$ cat config.mk
export PLATFORM = sky130hd
export DESIGN_NAME = cavity_local_maximum_marker_core
export DESIGN_NICKNAME = d
export VERILOG_FILES = /design/src/rtl/clmm_pkg.sv /design/src/rtl/cavity_local_maximum_marker_core.sv /design/src/rtl/clmm_line_store.sv
export SDC_FILE = /design/constraint.sdc
export NUM_CORES = 1
export LEC_CHECK = 0
export BUFFER_PORTS_ARGS = -buffer_cell sky130_fd_sc_hd__buf_2
export CAP_MARGIN = 20
export CORE_AREA = 2 2 161 163
export DETAILED_ROUTE_END_ITERATION = 8
export DIE_AREA = 0 0 163 165
export PLACE_DENSITY = 0.79
export REMOVE_ABC_BUFFERS = 1
export SLEW_MARGIN = 40
export SYNTH_ARGS = -nofsm -noshare
export SYNTH_HDL_FRONTEND = slang
export SYNTH_SLANG_ARGS = --single-unit
$ cat constraint.sdc
create_clock -name clk -period 7.35 [get_ports clk]
set_input_delay 1.47 -clock clk [delete_from_list [all_inputs] [get_ports clk]]
set_output_delay 1.47 -clock clk [all_outputs]
set_load 0.1 [all_outputs]
$ cat src/rtl/clmm_pkg.sv
`timescale 1ns / 1ps
// ----------------------------------------------------------------------------
// clmm_pkg
// Shared constants and types of the cavity local maximum marker.
// ----------------------------------------------------------------------------
package clmm_pkg;

  localparam int MAX_SIDE = 32;
  localparam int COL_W    = (MAX_SIDE > 1) ? $clog2(MAX_SIDE) : 1;
  localparam int SIDE_W   = 6;
  localparam int DEPTH_W  = 4;

  typedef logic [COL_W-1:0]   col_t;
  typedef logic [SIDE_W-1:0]  side_t;
  typedef logic [DEPTH_W-1:0] depth_t;

  // requests into the line store
  typedef struct packed {
    logic   rd_en;
    col_t   rd_addr;
    col_t   rd_next_addr;
    logic   wr_cur_en;
    col_t   wr_cur_addr;
    depth_t wr_cur_data;
    logic   wr_prev_en;
    col_t   wr_prev_addr;
    depth_t wr_prev_data;
  } line_req_t;

  // registered read data of the line store
  typedef struct packed {
    depth_t centre;
    depth_t right;
    depth_t up;
  } line_rsp_t;

endpackage

$ cat src/rtl/cavity_local_maximum_marker_core.sv
`timescale 1ns / 1ps
// ----------------------------------------------------------------------------
// cavity_local_maximum_marker_core
// Four-neighbour strict local maximum marker over a square depth grid.
// ----------------------------------------------------------------------------
// Cells enter in raster order at one per clock while cell_stall is low; each
// cell from row two on releases the cell one row above it through s1 and the
// output register. The final cell of a grid also releases the whole last row:
// the line memory is read back one column per cycle unless the output stalls,
// the input stalls until that read-back ends, and the grid ends with up to
// grid_side+1 result beats. Storage is two row memories of 32 depths; no
// clearing pass is needed after reset. Write grid_side only while idle; it restarts the grid.
// ----------------------------------------------------------------------------
module cavity_local_maximum_marker_core (
  input  logic                   clk,
  input  logic                   rst,
  input  logic                   cfg_we,
  input  clmm_pkg::side_t        cfg_wdata,
  input  logic                   cell_valid,
  output logic                   cell_stall,
  input  clmm_pkg::depth_t       cell_depth,
  output logic                   result_valid,
  input  logic                   result_stall,
  output clmm_pkg::depth_t       out_depth,
  output logic                   is_cavity,
  output logic                   last_of_grid
);

  typedef struct packed {
    logic             is_item;
    logic             emit;
    logic             cav_ok;
    logic             last_out;
    clmm_pkg::col_t   col;
    clmm_pkg::depth_t below;
  } s1_t;

  clmm_pkg::col_t      side_m1;
  clmm_pkg::col_t      row;
  clmm_pkg::col_t      col;
  clmm_pkg::col_t      flush_col;
  logic                flush_active;
  logic                s1_valid;
  s1_t                 s1;
  s1_t                 s1_next;
  clmm_pkg::depth_t    left;
  clmm_pkg::line_req_t req;
  clmm_pkg::line_rsp_t rsp;

  logic accept;
  logic inject;
  logic issue;
  logic out_load;
  logic s1_adv;
  logic s1_free;
  logic at_last;
  logic cav;
  clmm_pkg::side_t side_eff;

  clmm_line_store u_store (
    .clk (clk),
    .req (req),
    .rsp (rsp)
  );

  always_comb begin
    if (cfg_wdata == '0) begin
      side_eff = clmm_pkg::side_t'(1);
    end else if (cfg_wdata > clmm_pkg::side_t'(clmm_pkg::MAX_SIDE)) begin
      side_eff = clmm_pkg::side_t'(clmm_pkg::MAX_SIDE);
    end else begin
      side_eff = cfg_wdata;
    end
  end

  assign out_load   = !result_valid || !result_stall;
  assign s1_adv     = s1_valid && (!s1.emit || out_load);
  assign s1_free    = !s1_valid || s1_adv;
  assign cell_stall = flush_active || !s1_free;
  assign accept     = cell_valid && !cell_stall;
  assign inject     = flush_active && s1_free;
  assign issue      = accept || inject;
  assign at_last    = (row == side_m1) && (col == side_m1);

  always_comb begin
    req              = '0;
    req.rd_en        = issue;
    req.rd_addr      = flush_active ? flush_col : col;
    req.rd_next_addr = col + clmm_pkg::col_t'(1);
    req.wr_cur_en    = accept;
    req.wr_cur_addr  = col;
    req.wr_cur_data  = cell_depth;
    req.wr_prev_en   = s1_adv && s1.is_item;
    req.wr_prev_addr = s1.col;
    req.wr_prev_data = rsp.centre;
  end

  always_comb begin
    s1_next = '0;
    if (flush_active) begin
      s1_next.emit     = 1'b1;
      s1_next.last_out = (flush_col == side_m1);
    end else begin
      s1_next.is_item = 1'b1;
      s1_next.emit    = (row != '0);
      s1_next.cav_ok  = (row > clmm_pkg::col_t'(1)) && (col != '0) && (col < side_m1);
      s1_next.col     = col;
      s1_next.below   = cell_depth;
    end
  end

  assign cav = s1.cav_ok && (left < rsp.centre) && (rsp.right < rsp.centre)
               && (rsp.up < rsp.centre) && (s1.below < rsp.centre);

  always_ff @(posedge clk) begin
    if (rst) begin
      side_m1      <= clmm_pkg::col_t'(clmm_pkg::MAX_SIDE - 1);
      row          <= '0;
      col          <= '0;
      flush_active <= 1'b0;
      flush_col    <= '0;
      s1_valid     <= 1'b0;
      result_valid <= 1'b0;
    end else begin
      if (cfg_we) begin
        side_m1 <= clmm_pkg::col_t'(side_eff - clmm_pkg::side_t'(1));
        row     <= '0;
        col     <= '0;
      end else if (accept) begin
        if (at_last) begin
          row <= '0;
          col <= '0;
        end else if (col == side_m1) begin
          row <= row + clmm_pkg::col_t'(1);
          col <= '0;
        end else begin
          col <= col + clmm_pkg::col_t'(1);
        end
      end

      if (accept && at_last) begin
        flush_active <= 1'b1;
        flush_col    <= '0;
      end else if (inject) begin
        if (flush_col == side_m1) begin
          flush_active <= 1'b0;
          flush_col    <= '0;
        end else begin
          flush_col <= flush_col + clmm_pkg::col_t'(1);
        end
      end

      if (issue) begin
        s1_valid <= 1'b1;
      end else if (s1_adv) begin
        s1_valid <= 1'b0;
      end

      if (out_load) begin
        result_valid <= s1_valid && s1.emit;
      end
    end
  end

  always_ff @(posedge clk) begin
    if (issue) begin
      s1 <= s1_next;
    end
    if (s1_adv && s1.is_item) begin
      left <= rsp.centre;
    end
    if (out_load && s1_valid && s1.emit) begin
      out_depth    <= rsp.centre;
      is_cavity    <= cav;
      last_of_grid <= s1.last_out;
    end
  end

  a_last_starts_flush: assert property (@(posedge clk) disable iff (rst)
    accept && at_last |=> flush_active)
    else $error("flush did not start after the last cell");

  a_flush_ends: assert property (@(posedge clk) disable iff (rst)
    inject && (flush_col == side_m1) |=> !flush_active)
    else $error("flush did not end on the last column");

  a_stage_held: assert property (@(posedge clk) disable iff (rst)
    s1_valid && !s1_adv |=> s1_valid && !$past(issue) && (rsp === $past(rsp)))
    else $error("line store data lost while a beat waits");

endmodule

$ cat src/rtl/clmm_line_store.sv
`timescale 1ns / 1ps
// ----------------------------------------------------------------------------
// clmm_line_store
// Two row memories: the row above the current input and the row above that.
// Read first, with registered read data; read data holds between reads.
// ----------------------------------------------------------------------------
module clmm_line_store (
  input  logic                clk,
  input  clmm_pkg::line_req_t req,
  output clmm_pkg::line_rsp_t rsp
);

  clmm_pkg::depth_t cur_row  [clmm_pkg::MAX_SIDE];
  clmm_pkg::depth_t prev_row [clmm_pkg::MAX_SIDE];

  always_ff @(posedge clk) begin
    if (req.rd_en) begin
      rsp.centre <= cur_row[req.rd_addr];
      rsp.right  <= cur_row[req.rd_next_addr];
      rsp.up     <= prev_row[req.rd_addr];
    end
    if (req.wr_cur_en) begin
      cur_row[req.wr_cur_addr] <= req.wr_cur_data;
    end
    if (req.wr_prev_en) begin
      prev_row[req.wr_prev_addr] <= req.wr_prev_data;
    end
  end

endmodule
==> run metrics <==
final worst-path cycle share=0.5195; cell-internal power=2924 uW; # diodes=0; Final Max Slew Viols=0; Post-synth EDFFs=291; Worst-Margin Slew=0.9382 ns; CP startpoint=result_stall; status=complete, no violations; Flop pwr share=0.533; Detailed Route Iter0 Violations=1237; Reg area=0.009200 sq mm; Reg clk slew, reported paths=0.06 ns; P_leak=0.005351 uW; DR vias/cell=6.767; Final Util=0.6453; cts bufs inserted=31; gr ovfl total=0; core region area=0.02504 sq mm; Die Span X=163 um; number of H-tree levels=1; post-CTS sizing=0; Max VDD drop=0.0002811 V; worst hold path class=reg2reg; Max Cap Viol=0; postcts setup bufs=0; Area contributors post-synth=edfxtp_1 (59%), mux4_2 (6.8%), mux4_1 (4.1%), dfxtp_1 (3.1%), nor2_1 (2.5%); clock latency at the later pin of the worst-skew pair=0.58 ns; max frequency=261.9 MHz; critical path type=in2out; Switch Pwr=802.8 uW; Netlist cell types=57; number of global-route vias before repair=9220; setup slack, reg-to-reg=3.77 ns; worst reg2reg path startpoint=flush_active; Worst Setup EP=cell_stall; area taken by multi-input logic gates=0.005224 sq mm; ys flop type=edfxtp_1; FP Rows=58; num ports=23; Seq cells post-synth=314; Clock Sinks=314; largest area contributor in the netlist=edfxtp_1; CP Capture Type=output port; share of layout cells above drive strength 1=0.1393; Setup Skew=0.02746 ns; final hold vios=0; Total GRT Usage=0.2727; commonest cells in the netlist=edfxtp_1 (291), nor2_1 (97), nand2_1 (83); Sw Ratio=0.2154; Data arrival, critical path=2.35 ns; sequential area share after synthesis=0.6213; setup_tns=0 ns; Post-Route WL=35900 um; Die Y=165 um; antenna viol nets, final=0; post-synthesis average cell area=14.25 sq um; cell count after synthesis=1039; Port-buffer cells=22; final setup fails=0; Starting Density=0.5914; post-synth top area share=0.5902; Detailed Routing Iterations Pass 1=6; CTS tree=built; fin nets=1101; clk buf depth=3; Gate power share=0.051; Reg-to-Reg End=u_store.rsp[0]; count leader, synth=edfxtp_1; initial antenna violation count=0; GPL Wtd Cong=0.9048; CTS Hold Buffers Added=0; first-pass GRT wire length=54400 um; r2r worst-path depth=8; Max FO, Critical Path=5; warnings from Yosys=0; Remaining DRCs=0; die area=0.02690 sq mm; crit path time final=3.818 ns; Post-Syn Area=0.01481 sq mm; Synth-to-Final Area Change=9.117%; Vias=9568; RSZ-0062 raised after global routing=false; CTS root buf=clkbuf_16; Setup crit start kind=input port; DR WL/cell=25.39 um; post-synthesis async set-or-reset flop share=0; Slew headroom=0.3584; Post-DP HPWL=23390 um; CP required=5.88 ns; pwr/cell area=230.7 mW/mm^2; largest net degree at the start of global routing=50; clock share of power=0.417; Fillers=1746
[per-stage QoR]
step           worst slack [ns]  hold WS (ns)  std cells  power, uW  instance area [sq um]
2_1_floorplan             2.474        0.4003        986       2134                  14480
4_1_cts                   3.546        0.4340       1414       3724                  16160
6_report                  3.532        0.4387       1414       3727                  16160
3_3_place_gp              3.564        0.4200       1355       2202                  15130
3_5_place_dp              3.550        0.4196       1357       2209                  15170
5_1_grt                   3.449        0.4511       1414       3813                  16160
[layout make-up]
| class | instances | area share |
|---|---|---|
| Clock inverter | 18 | 0.01107 |
| Timing Repair Buffer | 41 | 0.01611 |
| Sequential cell | 314 | 0.5694 |
| Inverter | 20 | 0.004646 |
| Clock buffer | 39 | 0.04987 |
| Tap cell | 330 | 0.02556 |
| Multi-Input combinational cell | 652 | 0.3233 |
[cell families after synthesis]
kind of cell             Yosys count  share of synthesized area
AO/OA/AOI/OAI                    154                    0.06710
XOR/XNOR                          20                    0.01183
adder cells (fa/ha/maj)           26                    0.02197
buffers and inverters             73                    0.02704
flip-flops                       314                     0.6213
multiplexers                     106                     0.1375
AND/OR/NAND/NOR                  346                     0.1133
[power by group through the flow]
stage | Clock, uW | Combinational (uW) | Sequential, uW
2_1_floorplan | 0 | 99.2 | 2040
3_3_place_gp | 0 | 176 | 2030
3_5_place_dp | 0 | 186 | 2020
4_1_cts | 1550 | 188 | 1980
5_1_grt | 1620 | 204 | 1990
6_report | 1550 | 189 | 1990
[critical path: stages]
cell     delay (ns)
buf_2          0.11
nand4_1        0.18
nand2_1        0.14
buf_2          0.43
[layout by cell type, fill, tap and decap left out, types with 8 or more instances in the layout]
master     Yosys  routed
dfxtp_1       23      22
clkbuf_1      20       8
nor3_1        25      25
nand3_1       21      21
buf_2         14      22
buf_4          3      17
ha_1          26      26
mux2i_1       31      31
nand2_1       83      83
a22oi_1       38      38
xor2_1        10       9
mux4_2        45      45
nor2b_1       13      13
clkbuf_16      0      31
mux4_1        23      23
a21oi_1       42      42
nor2_1        97      97
xnor2_1       10      10
nand2b_1      57      57
nand4_1       10      10
o22ai_1       31      31
edfxtp_1     291     291
inv_1         19      18
o21ai_0       15      15
[worst min-delay path by stage]
stage / depth (start not counted) / from / slack [ns] / to
6_report: 0 / s1[9] / 0.44 / last_of_grid
5_1_grt: 0 / s1[9] / 0.45 / last_of_grid
4_1_cts: 0 / s1[9] / 0.43 / last_of_grid
3_5_place_dp: 0 / s1[9] / 0.42 / last_of_grid
3_3_place_gp: 0 / s1[9] / 0.42 / last_of_grid
2_1_floorplan: 0 / s1[9] / 0.40 / last_of_grid
[flip-flops by register name (all words and copies together) (netlist names), 5 cells and up]
name / cells
col: 5
flush_col: 5
req: 5
row: 5
s1: 8
side_m1: 5
u_store.cur_row: 128
u_store.prev_row: 128
u_store.rsp: 12
[layer usage]
layer	wire length, um	track usage	part of all wire	vias to the layer above
met5	0	0	0	-
met4	1081	0.07643	0.030	0
met3	3915	0.04897	0.11	114
met2	17460	0.4528	0.49	649
met1	13450	0.3757	0.37	4705
li1	-	-	-	4100
Power figures use the tool's default switching activity.
